===== src/rtl/pac_pkg.sv =====
// shared constants, widths and the segment record for the polygon area block
`default_nettype none
package pac_pkg;

	// coordinate and length formats
	localparam int COORD_BITS    = 24;
	localparam int LEN_FRAC_BITS = 4;

	// derived widths
	localparam int DIFF_W  = COORD_BITS + 1;
	localparam int SUM_W   = COORD_BITS + 1;
	localparam int HGT_W   = COORD_BITS + 3;
	localparam int TERM_W  = DIFF_W + HGT_W;
	localparam int SQ_W    = 2 * DIFF_W;
	localparam int RAD_W   = SQ_W + 2 * LEN_FRAC_BITS;
	localparam int LEN_W   = RAD_W / 2;
	localparam int REM_W   = LEN_W + 3;
	localparam int WGT_W   = LEN_W + SUM_W;
	localparam int AREA_W  = 63;
	localparam int ACC_W   = 64;
	localparam int LSUM_W  = 48;
	localparam int DSH_W   = LSUM_W + COORD_BITS;
	localparam int QDEPTH  = 4;
	localparam int QPTR_W  = $clog2(QDEPTH);

	// one segment handed from the front to the back
	typedef struct packed {
		logic signed [TERM_W-1:0] term;
		logic [LEN_W-1:0]         len;
		logic signed [WGT_W-1:0]  wgt_east;
		logic signed [WGT_W-1:0]  wgt_north;
		logic                     has_seg;
		logic                     reversed;
		logic                     ends;
	} seg_rec_t;

endpackage
`default_nettype wire


===== src/rtl/pac_back.sv =====
// back: accumulates segments, divides out the centroid, holds the result word
`default_nettype none
module pac_back import pac_pkg::*; (
	input  wire logic                  clk,
	input  wire logic                  arst_n,
	input  wire logic                  empty,
	input  wire seg_rec_t              pop_rec,
	output logic                       pop,
	output logic                       out_valid,
	input  wire logic                  out_stall,
	output logic signed [AREA_W-1:0]   area_doubled,
	output logic signed [COORD_BITS-1:0] centroid_east,
	output logic signed [COORD_BITS-1:0] centroid_north,
	output logic                       centroid_valid
);

	localparam logic [1:0] B_RUN  = 2'd0;
	localparam logic [1:0] B_LOAD = 2'd1;
	localparam logic [1:0] B_DIV  = 2'd2;
	localparam logic [1:0] B_OUT  = 2'd3;
	localparam int         CNT_W  = $clog2(COORD_BITS);

	logic [1:0]                   state_q;
	logic                         sel_q;
	logic signed [AREA_W-1:0]     area_q;
	logic signed [ACC_W-1:0]      we_sum_q;
	logic signed [ACC_W-1:0]      wn_sum_q;
	logic [LSUM_W-1:0]            len_q;
	logic [ACC_W-1:0]             r_q;
	logic [DSH_W-1:0]             dsh_q;
	logic [COORD_BITS-1:0]        q_q;
	logic                         neg_q;
	logic                         ovf_q;
	logic [CNT_W-1:0]             cnt_q;
	logic [COORD_BITS-1:0]        ce_q;
	logic [COORD_BITS-1:0]        cn_q;

	logic signed [AREA_W+1:0]     a_sum;
	logic signed [AREA_W-1:0]     a_nxt;
	logic signed [ACC_W:0]        we_s;
	logic signed [ACC_W:0]        wn_s;
	logic signed [ACC_W-1:0]      we_nxt;
	logic signed [ACC_W-1:0]      wn_nxt;
	logic [LSUM_W:0]              l_sum;
	logic [LSUM_W-1:0]            l_nxt;
	logic signed [ACC_W-1:0]      w_sel;
	logic [ACC_W-1:0]             mag;
	logic                         step_take;
	logic [COORD_BITS-1:0]        q_nxt;
	logic [COORD_BITS-1:0]        c_res;
	logic                         out_free;

	// saturate a 65-bit signed sum to 64 bits
	function automatic logic signed [ACC_W-1:0] sat_acc(input logic signed [ACC_W:0] s);
		if (s[ACC_W] != s[ACC_W-1])
			return s[ACC_W] ? {1'b1, {(ACC_W-1){1'b0}}} : {1'b0, {(ACC_W-1){1'b1}}};
		return s[ACC_W-1:0];
	endfunction

	// clamp the quotient magnitude and apply the sign
	function automatic logic [COORD_BITS-1:0] clamp_q(input logic neg, input logic big,
	                                                  input logic [COORD_BITS-1:0] q);
		logic [COORD_BITS-1:0] pmax;
		logic [COORD_BITS-1:0] nlim;
		pmax = {1'b0, {(COORD_BITS-1){1'b1}}};
		nlim = {1'b1, {(COORD_BITS-1){1'b0}}};
		if (neg) begin
			if (big || q > nlim) return nlim;
			return '0 - q;
		end
		if (big || q > pmax) return pmax;
		return q;
	endfunction

	assign out_free = !out_valid || !out_stall;
	assign pop      = (state_q == B_RUN) && !empty;

	// saturating accumulation of one segment
	always_comb begin
		a_sum = pop_rec.reversed ? (AREA_W+2)'(area_q) - (AREA_W+2)'(pop_rec.term)
		                         : (AREA_W+2)'(area_q) + (AREA_W+2)'(pop_rec.term);
		if (a_sum[AREA_W+1:AREA_W-1] == 3'b000 || a_sum[AREA_W+1:AREA_W-1] == 3'b111)
			a_nxt = a_sum[AREA_W-1:0];
		else if (a_sum[AREA_W+1])
			a_nxt = {1'b1, {(AREA_W-1){1'b0}}};
		else
			a_nxt = {1'b0, {(AREA_W-1){1'b1}}};
		we_s   = (ACC_W+1)'(we_sum_q) + (ACC_W+1)'(pop_rec.wgt_east);
		wn_s   = (ACC_W+1)'(wn_sum_q) + (ACC_W+1)'(pop_rec.wgt_north);
		we_nxt = sat_acc(we_s);
		wn_nxt = sat_acc(wn_s);
		l_sum  = (LSUM_W+1)'(len_q) + (LSUM_W+1)'(pop_rec.len);
		l_nxt  = l_sum[LSUM_W] ? {LSUM_W{1'b1}} : l_sum[LSUM_W-1:0];
	end

	// divider operand selection and one quotient bit per cycle
	assign w_sel     = sel_q ? wn_sum_q : we_sum_q;
	assign mag       = w_sel[ACC_W-1] ? ('0 - $unsigned(w_sel)) : $unsigned(w_sel);
	assign step_take = (DSH_W'(r_q) >= dsh_q);
	assign q_nxt     = {q_q[COORD_BITS-2:0], step_take};
	assign c_res     = clamp_q(neg_q, ovf_q, ovf_q ? q_q : q_nxt);

	// divider datapath
	always_ff @(posedge clk) begin
		case (state_q)
			B_LOAD: begin
				r_q   <= mag;
				dsh_q <= DSH_W'(len_q) << COORD_BITS;
				neg_q <= w_sel[ACC_W-1];
				ovf_q <= ((DSH_W+1)'(mag) >= ((DSH_W+1)'(len_q) << (COORD_BITS + 1)));
				q_q   <= '0;
			end
			B_DIV: begin
				if (step_take) r_q <= r_q - ACC_W'(dsh_q);
				dsh_q <= dsh_q >> 1;
				q_q   <= q_nxt;
			end
			default: begin
			end
		endcase
	end

	// sums, sequencer and output register
	always_ff @(posedge clk or negedge arst_n) begin
		if (!arst_n) begin
			state_q        <= B_RUN;
			sel_q          <= 1'b0;
			cnt_q          <= '0;
			area_q         <= '0;
			we_sum_q       <= '0;
			wn_sum_q       <= '0;
			len_q          <= '0;
			ce_q           <= '0;
			cn_q           <= '0;
			out_valid      <= 1'b0;
			area_doubled   <= '0;
			centroid_east  <= '0;
			centroid_north <= '0;
			centroid_valid <= 1'b0;
		end else begin
			if (out_valid && !out_stall && state_q != B_OUT) out_valid <= 1'b0;
			case (state_q)
				B_RUN: begin
					if (!empty) begin
						if (pop_rec.has_seg) begin
							area_q   <= a_nxt;
							we_sum_q <= we_nxt;
							wn_sum_q <= wn_nxt;
							len_q    <= l_nxt;
						end
						if (pop_rec.ends) begin
							sel_q   <= 1'b0;
							state_q <= B_LOAD;
						end
					end
				end
				B_LOAD: begin
					cnt_q <= '0;
					if (len_q == '0) begin
						ce_q    <= '0;
						cn_q    <= '0;
						state_q <= B_OUT;
					end else begin
						state_q <= B_DIV;
					end
				end
				B_DIV: begin
					cnt_q <= cnt_q + 1'b1;
					if (ovf_q || cnt_q == CNT_W'(COORD_BITS - 1)) begin
						if (sel_q) begin
							cn_q    <= c_res;
							state_q <= B_OUT;
						end else begin
							ce_q    <= c_res;
							sel_q   <= 1'b1;
							state_q <= B_LOAD;
						end
					end
				end
				B_OUT: begin
					if (out_free) begin
						out_valid      <= 1'b1;
						area_doubled   <= area_q;
						centroid_east  <= $signed(ce_q);
						centroid_north <= $signed(cn_q);
						centroid_valid <= (len_q != '0);
						area_q         <= '0;
						we_sum_q       <= '0;
						wn_sum_q       <= '0;
						len_q          <= '0;
						state_q        <= B_RUN;
					end
				end
				default: state_q <= B_RUN;
			endcase
		end
	end

endmodule
`default_nettype wire


===== config.mk =====
export PLATFORM = sky130hd
export DESIGN_NAME = pac_back
export DESIGN_NICKNAME = d
export VERILOG_FILES = /design/src/rtl/pac_pkg.sv /design/src/rtl/pac_back.sv
export SDC_FILE = /design/constraint.sdc
export NUM_CORES = 2
export LEC_CHECK = 0
export ABC_AREA = 0
export BUFFER_PORTS_ARGS = -buffer_cell sky130_fd_sc_hd__buf_2
export CAP_MARGIN = 5
export CORE_MARGIN = 4
export CORE_UTILIZATION = 55
export CTS_CLUSTER_DIAMETER = 150
export DETAILED_ROUTE_END_ITERATION = 12
export PLACE_DENSITY = 0.77
export RECOVER_POWER = 50
export SYNTH_ARGS = -nofsm -noshare
export SYNTH_HDL_FRONTEND = slang
export SYNTH_SLANG_ARGS = --single-unit

===== constraint.sdc =====
create_clock -name clk -period 5.4 [get_ports clk]
set_input_delay 0.81 -clock clk [delete_from_list [all_inputs] [get_ports clk]]
set_output_delay 0.81 -clock clk [all_outputs]
set_load 0.02 [all_outputs]

==> reports/qor.yml <==
status:
  status: "complete, but fails checks"
  violations: "capacitance limit, slew limit"
critical_path:
  reg2regPathDepth: 23
  path_max_fanout: 7
  r2r_start: "sel_q"
  cp-start-kind: "flop"
  endpoint: "ovf_q"
  cp-startpoint: "sel_q"
  required_ns: 5.86
  cp-end-kind: "flop"
  crit_arrival_ns: 5.75
  path_class: "flop to flop"
  r2r_slack_ns: 0.11
  r2r-end: "ovf_q"
yosys:
  syn_area_um2: 44200
  async_flop_share_pct: 71.7
  synth_cell_types: 95
  avgSynthCellArea_um2: 8.99
  yosysSeqAreaShare_pct: 34.0
  syn_nets: 5453
  syn_inst: 4921
  synth-main-ff-cell: "dfrtp_1"
  synth-seq-cells: 569
  synth.yosys.warnings: 0
  synth-edff-count: 161
floorplanning:
  fp.dieW_um: 292
  dieArea_um2: 85000
  io_pins: 310
  rows: 103
  start_util_pct: 55.7
  dieHeight_um: 292
  core_um2: 79400
global_routing:
  antenna_found_initial: 10
  grt_usage_pct: 30.5
  grt_max_degree: 147
  grt-ovfl-total: 0
  grt_pass1_wl_mm: 212
  grt_pass1_vias: 38100
sta:
  tightest_slew_ns: 3.42
  slew_headroom_pct: -128
  post-route-min-period_ns: 5.29
  fin_worst_skew_ns: 0.0492
  rsz0062_at_grt: "yes"
  fin_hold_ws_ns: 0.472
  drv_slew: 519
  hold_viol_final: 0
  finalSetupViolCount: 0
  max_freq_mhz: 189
  finalCritPeriodShare_pct: 97.9
final_layout:
  fin_util_pct: 63.7
  fill_cells: 6794
  finish.net_count: 5806
  seqCellArea_um2: 15000
  area_delta_synth_final_pct: 14.4
  drive_above_1_share_pct: 15.1
  final_cell_mix: "a21oi_1, o21ai_0, dfrtp_1, nand2_1, ha_1"
  fin_cells: 6388
  layout_commonest_cell: "a21oi_1"
  multi_input_area_um2: 27700
route:
  vias_per_cell: 6.36
  ant_nets: 0
  drt_iter0_markers: 4181
  wire_per_inst_um: 21.3
  totalWireLength_mm: 136
  remaining_drc_errors: 0
  vias: 40700
  drtPass1Iterations: 8
clock_network:
  cts.sinks: 569
  cts_tree: "done"
  clk_path_buf_depth: 3
  ctsRootBufferMaster: "clkbuf_16"
  hold_buffers: 0
  htreeDepth: 3
  cts_buffers: 68
  clk_pin_slew_worst_paths_ns: 0.06
  clk_latency_ns: 0.64
power:
  pwr-share-clk_pct: 14.8
  swShare_pct: 46.6
  power_frac_seq_pct: 24.2
  ir_worst_vdd_v: 0.000439
  p_int_uw: 17700
  power.switching_uw: 15400
  p_per_area_nw_per_um2: 655
  p_comb_share_pct: 61.0
  cellLeakagePower_uw: 0.0232
run:
  drv_cap: 7
placement:
  dp.cells: 6234
  gp_congestion: 0.999
  port_buffers: 309
  dpl.hpwl_mm: 103
hold_path:
  hold_class: "flop to flop"
  min_from: "cn_q[7]"
[cells by family after synthesis]
logic type / Yosys count / share of synthesized area [%]
buffers and inverters: 467 / 4.03
flip-flops: 569 / 34.0
AND/OR/NAND/NOR: 1253 / 14.1
adder cells (fa/ha/maj): 338 / 9.64
XOR/XNOR: 372 / 7.40
AO/OA/AOI/OAI: 1685 / 25.0
multiplexers: 237 / 5.85
[flip-flops by register name, summed over array words and instances (netlist names), 23 cells and up]
| name | cells |
|---|---|
| area_doubled | 63 |
| area_q | 63 |
| ce_q | 24 |
| centroid_east | 24 |
| centroid_north | 24 |
| cn_q | 24 |
| dsh_q | 72 |
| len_q | 48 |
| q_q | 23 |
| r_q | 64 |
| we_sum_q | 64 |
| wn_sum_q | 64 |
[layer usage]
layer,track usage (%),routed length [um]
met1,44.6,60800
met5,0,13
met4,8.48,4200
met2,46.9,59900
met3,5.07,11400
[cells in the mapped netlist (14+ instances only)]
master,number,area [um^2]
a21oi_1,442,2210
o21ai_0,418,2090
dfrtp_1,408,10200
nand2_1,370,1390
ha_1,331,4140
nor2_1,259,972
xnor2_1,232,2030
clkbuf_1,224,841
a21o_1,208,1560
inv_1,204,766
mux2_2,171,1930
edfxtp_1,161,4830
a221o_1,141,1410
xor2_1,138,1210
nor3_1,105,526
nand3_1,89,445
nand4_1,81,507
mux2i_1,65,651
nand2b_1,61,382
o21bai_1,55,413
a31oi_1,49,307
o21a_1,49,368
and2_1,44,275
and3_1,41,257
o31ai_1,38,285
nor4_1,37,231
nor2b_1,35,219
a211oi_1,34,255
o211ai_1,30,225
or3_1,27,169
nor3b_1,21,158
and4_1,20,175
buf_1,18,67.6
nand3b_1,17,128
o22ai_1,17,106
buf_2,16,80.1
o41ai_1,14,123
[per-stage QoR]
step	instance area, um^2	setup WS, ns	TNS (ns)	total power, uW
floorplan	44300	-0.0225	-0.0225	22000
global route	50600	-0.165	-2.99	35500
global placement	48000	-0.235	-12.49	27200
finish	50600	0.113	0	33100
detailed placement	48000	-0.435	-24.57	27600
CTS	50400	0.0148	0	32700
[worst max-delay path, stage by stage (launching register included)]
cell and delay, ns:
dfrtp_4 0.48, buf_6 0.14, or3b_4 0.38, a222oi_1 0.40, nand4b_1 0.20, nand4b_4 0.24
nor4b_4 0.32, o21ai_2 0.10, or2_4 0.25, or3b_4 0.41, o21ai_1 0.20, xor2_1 0.28
ha_1 0.22, nand3_1 0.12, nor3_4 0.20, nand2_2 0.13, nor3_2 0.14, nand4_1 0.14
nor4_2 0.25, nand4b_1 0.13, nor3_2 0.12, buf_4 0.14, a211oi_1 0.04, o21ai_0 0.08
[cell type report]
class                           instances  share of cell area [%]
Sequential cell                       569                    29.7
Tap cell                             1050                    2.60
Clock buffer                           94                    3.90
Antenna cell                            9                  0.0445
Inverter                              206                    1.53
Clock inverter                         31                   0.880
Timing Repair Buffer                  544                    6.64
Multi-Input combinational cell       3885                    54.7
[how the worst min path moves through the flow]
stage	end	cells past startpoint
finish	cn_q[7]	2
global route	cn_q[7]	2
CTS	wn_sum_q[20]	1
detailed placement	cn_q[7]	2
global placement	cn_q[7]	2
floorplan	ce_q[11]	2
[timing repair]
item	in CTS	in global routing
resized for setup	5	41
pin swaps	3	22
buffers inserted	1	16
cloned	0	3
endpoints found under the setup margin	1	70
[power by group through the flow]
stage | clock network, uW | registers, uW | logic [uW]
after CTS | 4960 | 7970 | 19800
after detailed placement | 0 | 8020 | 19600
final | 4900 | 8040 | 20200
after global placement | 0 | 7960 | 19200
after floorplan | 0 | 7910 | 14100
after global routing | 5140 | 8210 | 22100
No activity file was read; power rests on OpenSTA's default activity.
