===== config.mk =====
export PLATFORM = sky130hd
export DESIGN_NAME = pac_fifo
export DESIGN_NICKNAME = d
export VERILOG_FILES = /design/src/rtl/pac_pkg.sv /design/src/rtl/pac_fifo.sv
export SDC_FILE = /design/constraint.sdc
export NUM_CORES = 1
export LEC_CHECK = 0
export ABC_AREA = 1
export BUFFER_PORTS_ARGS = -buffer_cell sky130_fd_sc_hd__buf_2
export CAP_MARGIN = 20
export CORE_ASPECT_RATIO = 1.4
export CORE_UTILIZATION = 30
export CTS_CLUSTER_SIZE = 14
export DETAILED_ROUTE_END_ITERATION = 16
export GPL_ROUTABILITY_DRIVEN = 1
export HOLD_SLACK_MARGIN = 0.08
export MAX_ROUTING_LAYER = met4
export SLEW_MARGIN = 25
export SYNTH_ARGS = -nofsm -noshare
export SYNTH_HDL_FRONTEND = slang
export SYNTH_SLANG_ARGS = --single-unit
export TNS_END_PERCENT = 10

===== constraint.sdc =====
create_clock -name clk -period 22 [get_ports clk]
set_input_delay 2.2 -clock clk [delete_from_list [all_inputs] [get_ports clk]]
set_output_delay 2.2 -clock clk [all_outputs]
set_load 0.05 [all_outputs]

===== src/rtl/pac_pkg.sv =====
// shared constants, widths and the segment record for the polygon area block
`default_nettype none
package pac_pkg;

	// coordinate and length formats
	localparam int COORD_BITS    = 24;
	localparam int LEN_FRAC_BITS = 4;

	// derived widths
	localparam int DIFF_W  = COORD_BITS + 1;
	localparam int SUM_W   = COORD_BITS + 1;
	localparam int HGT_W   = COORD_BITS + 3;
	localparam int TERM_W  = DIFF_W + HGT_W;
	localparam int SQ_W    = 2 * DIFF_W;
	localparam int RAD_W   = SQ_W + 2 * LEN_FRAC_BITS;
	localparam int LEN_W   = RAD_W / 2;
	localparam int REM_W   = LEN_W + 3;
	localparam int WGT_W   = LEN_W + SUM_W;
	localparam int AREA_W  = 63;
	localparam int ACC_W   = 64;
	localparam int LSUM_W  = 48;
	localparam int DSH_W   = LSUM_W + COORD_BITS;
	localparam int QDEPTH  = 4;
	localparam int QPTR_W  = $clog2(QDEPTH);

	// one segment handed from the front to the back
	typedef struct packed {
		logic signed [TERM_W-1:0] term;
		logic [LEN_W-1:0]         len;
		logic signed [WGT_W-1:0]  wgt_east;
		logic signed [WGT_W-1:0]  wgt_north;
		logic                     has_seg;
		logic                     reversed;
		logic                     ends;
	} seg_rec_t;

endpackage
`default_nettype wire


===== src/rtl/pac_fifo.sv =====
// short register queue between the front and the back
`default_nettype none
module pac_fifo import pac_pkg::*; (
	input  wire logic     clk,
	input  wire logic     arst_n,
	input  wire logic     push,
	input  wire seg_rec_t push_rec,
	input  wire logic     pop,
	output seg_rec_t      pop_rec,
	output logic          full,
	output logic          empty
);

	seg_rec_t            mem_q [QDEPTH];
	logic [QPTR_W-1:0]   wr_ptr_q;
	logic [QPTR_W-1:0]   rd_ptr_q;
	logic [QPTR_W:0]     count_q;

	assign full    = (count_q == (QPTR_W+1)'(QDEPTH));
	assign empty   = (count_q == '0);
	assign pop_rec = mem_q[rd_ptr_q];

	// storage
	always_ff @(posedge clk) begin
		if (push && !full) mem_q[wr_ptr_q] <= push_rec;
	end

	// pointers and fill count
	always_ff @(posedge clk or negedge arst_n) begin
		if (!arst_n) begin
			wr_ptr_q <= '0;
			rd_ptr_q <= '0;
			count_q  <= '0;
		end else begin
			if (push && !full) wr_ptr_q <= wr_ptr_q + 1'b1;
			if (pop && !empty) rd_ptr_q <= rd_ptr_q + 1'b1;
			case ({push && !full, pop && !empty})
				2'b10:   count_q <= count_q + 1'b1;
				2'b01:   count_q <= count_q - 1'b1;
				default: count_q <= count_q;
			endcase
		end
	end

endmodule
`default_nettype wire


==> results by stage, run 1 <==
Logic synthesis:
- The biggest area contributor in the post-synthesis netlist is edfxtp_1.
- The count of unique library cells instantiated by Yosys is 17.
- Of the post-synthesis cell area, the dominant cell type holds 0.747.
- In this run the mean area of a mapped cell was between 10 and 15 um^2.
- The number of nets in the synthesized netlist is approximately 2500.
- In the synthesized netlist, the cells that appear most often are edfxtp_1, nand2_1, inv_1, o211ai_1, buf_2.
- The post-synthesis sequential area ratio is 0.752.
- The synthesized design contains roughly 770 enable-type register cells.
- The most repeated cell in the gate-level netlist after synthesis is edfxtp_1.
- After synthesis, the cell types taking the most area are edfxtp_1, o211ai_1, nand2_1, inv_1, buf_6.
- Synthesis produced a netlist whose cell count is about 2300.
- The synthesis warning total is 0.
- Of all flip-flops after synthesis, the portion carrying an async set or reset was 0.00903.
- The dominant synthesized flop cell is edfxtp_1.
- After synthesis the netlist holds a flip-flop and latch count of 775.
- The mapped netlist covers about 30000 um^2.

STA:
- The largest clock skew in the final design is 0.0171 ns.
- The final number of max-transition violations is 0.
- Setup violations remaining at the end of the flow were counted as 0.
- The slew of the pin with the lowest slew margin is around 1.1 ns.
- The worst relative slew slack is 0.295.
- The maximum clock frequency is about 150 MHz.
- In the final timing run, aggregate negative setup slack is 0 ns.
- Dividing the final minimum period by the clock period gives 0.294.
- Setup repair after global routing left no endpoint under its margin.
- The final critical-path required period is between 6 and 7 ns.
- The number of hold violations in the final report is 0.
- The tightest hold path in the finished design has a slack of 0.473 ns.

Layout:
- After routing the design area is ~36000 um^2.
- In the final layout, the share of cells above drive strength 1 is 0.195.
- Counting the fill cells in the layout gives slightly below 10000.
- Compared with the post-synthesis result, the final layout area differs by 17.9%.
- The count of placed standard cells in the final layout, fillers left out is just over 4000.
- The net count reported at finish is 2868.

Run:
- The max-cap check violation count is 0.

CTS:
- No sink is reached through more buffers than the 3 on the longest clock path.
- Counting the buffers created by CTS gives between 70 and 80.
- The number of sinks on the clock net is 775.
- Once the clock tree was built, the resizer swapped 0 gates to a different size.
- For the worst-skew pair, the clock arrives at the later sink with an insertion delay of between 0.6 and 0.7 ns.
- The clock root buffer is clkbuf_16.
- TritonCTS built the clock tree.
- In this run the post-CTS setup repair buffer count came out at 0.
- The H-tree depth is 3.
- Hold repair after CTS inserted 0 buffers.
- The clock transition at the registers of the reported paths is 0.06 ns.

Global routing:
- Across every metal layer, demand over resource in global routing totals 0.134.
- The via count of the first global-routing pass is approximately 18000.
- The pin count of the biggest net entering global routing is ~160.
- The initial antenna violation count was 15.
- Global routing finished with a remaining overflow of 0.
- The first global-routing pass estimated ~100000 um of wire.

Place:
- After detailed placement, the design holds a cell count of about 3900.
- The final weighted congestion in routability-driven placement is 0.746.
- The area of placed instances is approximately 34000 um^2.
- Input and output buffers added on the ports amount to roughly 390.
- The half-perimeter wire length after placement is just under 40000 um.

Hold path:
- In this run the most critical hold path is launched from count_q[0].
- The cell count of the worst hold path is 1.
- The path with the worst hold slack has its endpoint at count_q[0].
- The worst min-delay path class is flop to flop.

Critical path:
- The number of cells on the worst reg-to-reg path is 6.
- The origin of the critical flop-to-flop path is count_q[1].
- The endpoint identified for the worst register-to-register timing path is mem_q[1][105].
- The critical path required time is 19.80 ns.
- The type of the setup path with the least slack is flop to primary output.
- STA classifies the critical path startpoint as a flop.
- The capturing element type of the critical path is a primary output.
- The slack of the worst reg-to-reg path is 18.39 ns.
- The largest fanout of any net on the critical path is between 150 and 200.
- STA puts the critical path data arrival time at ~4.3 ns.

Routing:
- The wire length after detailed routing is around 68000 um.
- The average wire per cell in the routed design is 16.7 um.
- The first detailed-routing pass took 4 iterations.
- The post-detailed-route via-to-cell ratio is 4.42.
- The residual DRC count is 0.
- In this run, the number of DRC markers left after iteration 0 of detailed routing was 910.
- Detailed routing inserted a total of about 18000 vias.
- The count of nets left with antenna violations once routing finished came out at 0.

Floorplan:
- The site row count is 138.
- The overall die area is 104000 um^2.
- In this run the horizontal extent of the chip is roughly 270 um.
- The floorplan core area is 102000 um^2.
- 390 I/O pins were placed.
- Measured along the y axis, the die boundary spans between 300 and 400 um.
- The initial standard-cell utilization of the core is 0.304.

Run status:
- The flow ran to the end, and the final reports show no timing, DRC or antenna violations.

Power:
- IR analysis of the VDD net gives a maximum drop of approximately 180 uV.
- Summed over all cells, the static leakage comes to ~14 nW.
- The design draws 0.00575 W.
- The areal power density over the cells is 158 nW/um^2.
==> how the worst max path moves through the flow <==
| stage | from | end | slack [ns] | depth (start not counted) |
|---|---|---|---|---|
| 2_1_floorplan | push | mem_q[0][0] | 10.94 | 2 |
| 3_3_place_gp | rd_ptr_q[0] | pop_rec[95] | 16.32 | 6 |
| 3_5_place_dp | rd_ptr_q[0] | pop_rec[95] | 16.24 | 7 |
| 4_1_cts | rd_ptr_q[0] | pop_rec[91] | 15.48 | 7 |
| 5_1_grt | rd_ptr_q[0] | pop_rec[145] | 15.14 | 7 |
| 6_report | rd_ptr_q[0] | pop_rec[145] | 15.52 | 6 |
==> state kept, by name (all words and copies together), names as in the netlist <==
name and cells:
rd_ptr_q 2, count_q 3, wr_ptr_q 2, mem_q 768
==> report_power, final <==
group          total (W)  internal, W  leakage [nW]  switching [W]
clock            0.00128     0.000730          1.21       0.000553
combinational    0.00244     0.000495          6.00        0.00195
sequential       0.00202      0.00194          7.12      0.0000796
total            0.00575      0.00317          14.3        0.00258
==> metrics by stage <==
stage / utilization / setup WS (ns)
after CTS: 0.358 / 15.48
final: 0.359 / 15.52
after global routing: 0.359 / 15.14
after floorplan: - / 10.94
after detailed placement: 0.334 / 16.24
after global placement: 0.334 / 16.32
==> cells by family (layout without fill, tap and decap cells) <==
group           count (synthesis)  count (layout)  share of synthesized area
compound gates                385             385                     0.0935
xor+xnor                        1               1                   0.000284
fa+ha+maj                       6               6                    0.00267
buf+inv                       530             955                     0.0775
flops                         775             775                      0.752
other cells                     0              15                          0
simple gates                  605             605                     0.0739
==> critical path, stage by stage (launching register included) <==
cell and delay [ns]:
dfrtp_1 0.45, inv_8 0.60, buf_4 0.82, buf_4 0.91, o211ai_1 0.16, nand2_1 0.17, buf_2 0.28
==> layer usage <==
metal,vias to the layer above,wire [um],global-route usage
met5,-,0,-
met4,0,1700,0.0537
met3,93,4070,0.0332
met2,417,34900,0.230
met1,8672,27300,0.148
li1,8821,-,-
==> placed cells by master (no fill, tap or decap), drive strengths merged, types with 7 or more instances in the layout <==
master    n
buf     411
clkbuf   93
clkinv   35
dfrtp     7
diode    15
edfxtp  768
inv     407
nand2   593
nand3     7
o211ai  384
==> cell type report <==
class	instances	area (um^2)	share of cell area
inverter	402	1520	0.0418
clock buffer	93	2050	0.0563
timing repair buffer	411	2170	0.0596
multi-input combinational	997	5290	0.145
antenna	15	37.5	0.00103
clock inverter	49	432	0.0119
sequential	775	23200	0.638
tap	1330	1660	0.0457
Note: power is estimated with default switching activity, not from simulation.
==> inputs of run 2 (changes only) <==
==> constraint.sdc (replaced) <==
create_clock -name clk -period 5.85 [get_ports clk]
set_input_delay 0.585 -clock clk [delete_from_list [all_inputs] [get_ports clk]]
set_output_delay 0.585 -clock clk [all_outputs]
set_load 0.05 [all_outputs]
==> run 2 against run 1 <==
Net effect:
- clock power grew to 4.0 times the previous value
- routed wire length is 4.1% lower
- sequential share of layout area fell by 0.49 points
- via count shrank 1.2%
- setup slack got worse by 13 ns
- utilization rose by 0.28 points
- final area increased by 0.78%
- clock-buffer cell count did not move
- global-route usage decreased by 0.69 points
- non-clock buffer count up 2
- final cell count about the same
- power grew to 3.8 times the previous value
- largest cell class unchanged
- largest power group unchanged
- highest routed layer unchanged
==> results by stage, run 2 (synthesized netlist as in run 1, its figures left out) <==
CTS:
- The tree is rooted in a clkbuf_16.
- The CTS tree is built.
- The post-CTS resize count is 0.
- The number of buffers created by CTS is 78.
- In this run the number of H-tree levels came out at 3.
- In this run the deepest clock path goes through 3 buffers.
- The number of sinks on the clock net is slightly below 800.
- The later-pin clock latency in the skew report is 0.64 ns.
- The clock transition at the registers of the reported paths is roughly 0.060 ns.

Critical path:
- The count of buffer and inverter cells on the critical path is 3.
- The capturing element type of the critical path is a primary output.
- The worst endpoint data arrival time is slightly above 3 ns.
- The critical path required time is roughly 5.3 ns.
- Among cell families on the critical path, the largest total delay comes from buffers and inverters.
- In this design, the stage delay of the slowest critical-path cell is 0.74 ns.
- The type of element launching the critical path is a flop.
- The critical path goes through inv_6, buf_12, o211ai_1, nand2_1, buf_2.
- The slowest cell on the critical path is dfrtp_4.
- The type of the setup path with the least slack is flop to primary output.
- The largest fanout of any net on the critical path is 72.

STA:
- The routed design could run at a clock period as short as roughly 3.6 ns.
- Clock skew on the completed layout was measured at between 0.02 and 0.025 ns.
- The final number of max-transition violations is 0.
- Derived from the worst setup path, the maximum achievable clock frequency is between 200 and 300 MHz.
- The number of hold violations in the final report was 0.
- The setup TNS is 0 ns.
- The final cycle utilization of the critical path is 0.623.
- The worst relative slew slack is 0.317.
- The slew of the pin with the lowest slew margin is around 1 ns.
- Setup repair after global routing left no endpoint under its margin.
- The number of endpoints failing setup at the final stage is 0.
- The final hold slack is 0.152 ns.

Place:
- The final weighted congestion in routability-driven placement is ~0.76.
- The half-perimeter wire length after placement is 38400 um.
- The count of port buffers added during placement is just under 400.

Global routing:
- The pin count of the biggest net entering global routing is roughly 180.
- The initial antenna violation count is 18.
- In the global route stage, overall resource usage came out at 0.127.
- After global routing the overflow that remains totals 0.
- The via count of the first global-routing pass is roughly 17000.
- The global-route wire length before repair is between 90000 and 100000 um.

Layout:
- In the final design database the tool counted roughly 2900 nets.
- From synthesis to final layout, the design area changed by 18.8%.
- Leaving out fill and tap cells, the most frequent cell in the layout is edfxtp_1.
- More flip-flops sit in one register than any other, and that register is mem_q.
- The register with the most flip-flops in the layout has approximately 770 of them.
- Of the cells placed in the final design, the portion with a size suffix greater than 1 is 0.195.
- The register area is around 23000 um^2.
- The largest registers in the layout are mem_q x768, count_q x3.
- The filler cell count in the final layout is between 9000 and 10000.
- The library cells used most frequently in the layout, excluding fill and tap cells, are edfxtp_1, nand2_1, inv_1, buf_2, o211ai_1.
- The total area of multi-input combinational cells is about 5300 um^2.

Routing:
- For this block, the initial DRC count from the detailed router was 855.
- For this run, design rule violations remaining after detail routing come to 0.
- The top metal layer carrying routed signals is met4.
- The wire length on met1 is between 20000 and 30000 um.
- The post-detailed-route via-to-cell ratio is roughly 4.4.
- Summed over all nets, wire length on met3 after detailed routing comes to 4310 um.
- The routed layout has approximately 18000 vias.
- Once detail routing completed, the nets flagged for antenna violations numbered 0.
- The wire length after detailed routing is between 60000 and 70000 um.
- The average wire per cell in the routed design is between 15 and 20 um.
- The routed design uses between 30000 and 40000 um of met2 wire.
- The first TritonRoute pass finished after 5 iterations.

Floorplan:
- For this design the top-level I/O count stands at 390.
- The floorplan step defined a die boundary enclosing 104000 um^2.
- Measured along the y axis, the die boundary spans 382 um.
- The site row count is between 100 and 150.
- In this run the standard cell core region covers just over 100000 um^2.
- The initial standard-cell utilization of the core is 0.304.
- The die extent in x is 273 um.

Hold path:
- The worst hold path belongs to the class input port to flop.

Power:
- The worst-case IR drop observed on VDD is 804 uV.
- The areal power density over the cells is roughly 590 nW/um^2.
- For this design the static power due to leakage is 14.4 nW.

Run:
- The max-cap check violation count is 0.

Run status:
- The flow ran to the end, and the final reports show no timing, DRC or antenna violations.
-- run 2: cell count changes in the layout (fill, tap and decap cells not counted), sizes merged --
| cell | delta |
|---|---|
| dlygate4sd3 | +1 |
| clkinv | -7 |
| inv | +2 |
| buf | +1 |
| bufinv | +5 |
| diode | +4 |
| clkinvlp | -2 |
-- run 2: final timing paths --
path | to | slack [ns] | startpoint | depth (start not counted)
min in group asynchronous | wr_ptr_q[1] | 0.35 | arst_n | 2
max | pop_rec[85] | 2.21 | rd_ptr_q[1] | 5
min reg2reg | count_q[0] | 0.49 | count_q[0] | 1
min | mem_q[3][2] | 0.15 | push_rec[2] | 1
max in group asynchronous | rd_ptr_q[1] | 5.30 | arst_n | 2
max reg2reg | mem_q[3][50] | 3.04 | count_q[0] | 5
-- run 2: routing by layer --
| metal | vias up | GRT usage |
|---|---|---|
| met4 | 0 | 0.0563 |
| met1 | 8470 | 0.142 |
| met2 | 384 | 0.211 |
| met5 | - | - |
| met3 | 114 | 0.0360 |
| li1 | 8812 | - |
-- run 2: what timing repair did --
action                    4_1_cts  5_1_grt
hold endpoints to repair        7        0
buffers inserted                0        0
hold buffers                    1        0
-- run 2: final cells by class --
class | instances | share of cell area
sequential | 775 | 0.633
multi-input combinational | 997 | 0.144
timing repair buffer | 413 | 0.0632
clock buffer | 93 | 0.0559
tap | 1330 | 0.0454
inverter | 402 | 0.0415
clock inverter | 47 | 0.0152
antenna | 19 | 0.00130
-- run 2: report_power, final --
part / internal, W / switching (W) / leakage (nW)
Combinational: 0.00193 / 0.00725 / 6.05
Sequential: 0.00730 / 0.000270 / 7.12
Clock: 0.00297 / 0.00209 / 1.27
Total: 0.0122 / 0.00961 / 14.4
-- run 2: stage by stage --
step / util / power (W) / worst slack, ns / area [um^2] / std cells
6_report: 0.361 / 0.0218 / 2.21 / 36700 / 4076
5_1_grt: 0.361 / 0.0230 / 1.98 / 36700 / 4073
4_1_cts: 0.361 / 0.0222 / 2.08 / 36600 / 4057
3_5_place_dp: 0.335 / 0.0170 / 2.82 / 34000 / 3916
3_3_place_gp: 0.335 / 0.0170 / 2.81 / 34000 / 3916
2_1_floorplan: - / 0.0150 / -0.385 / 30900 / 2302
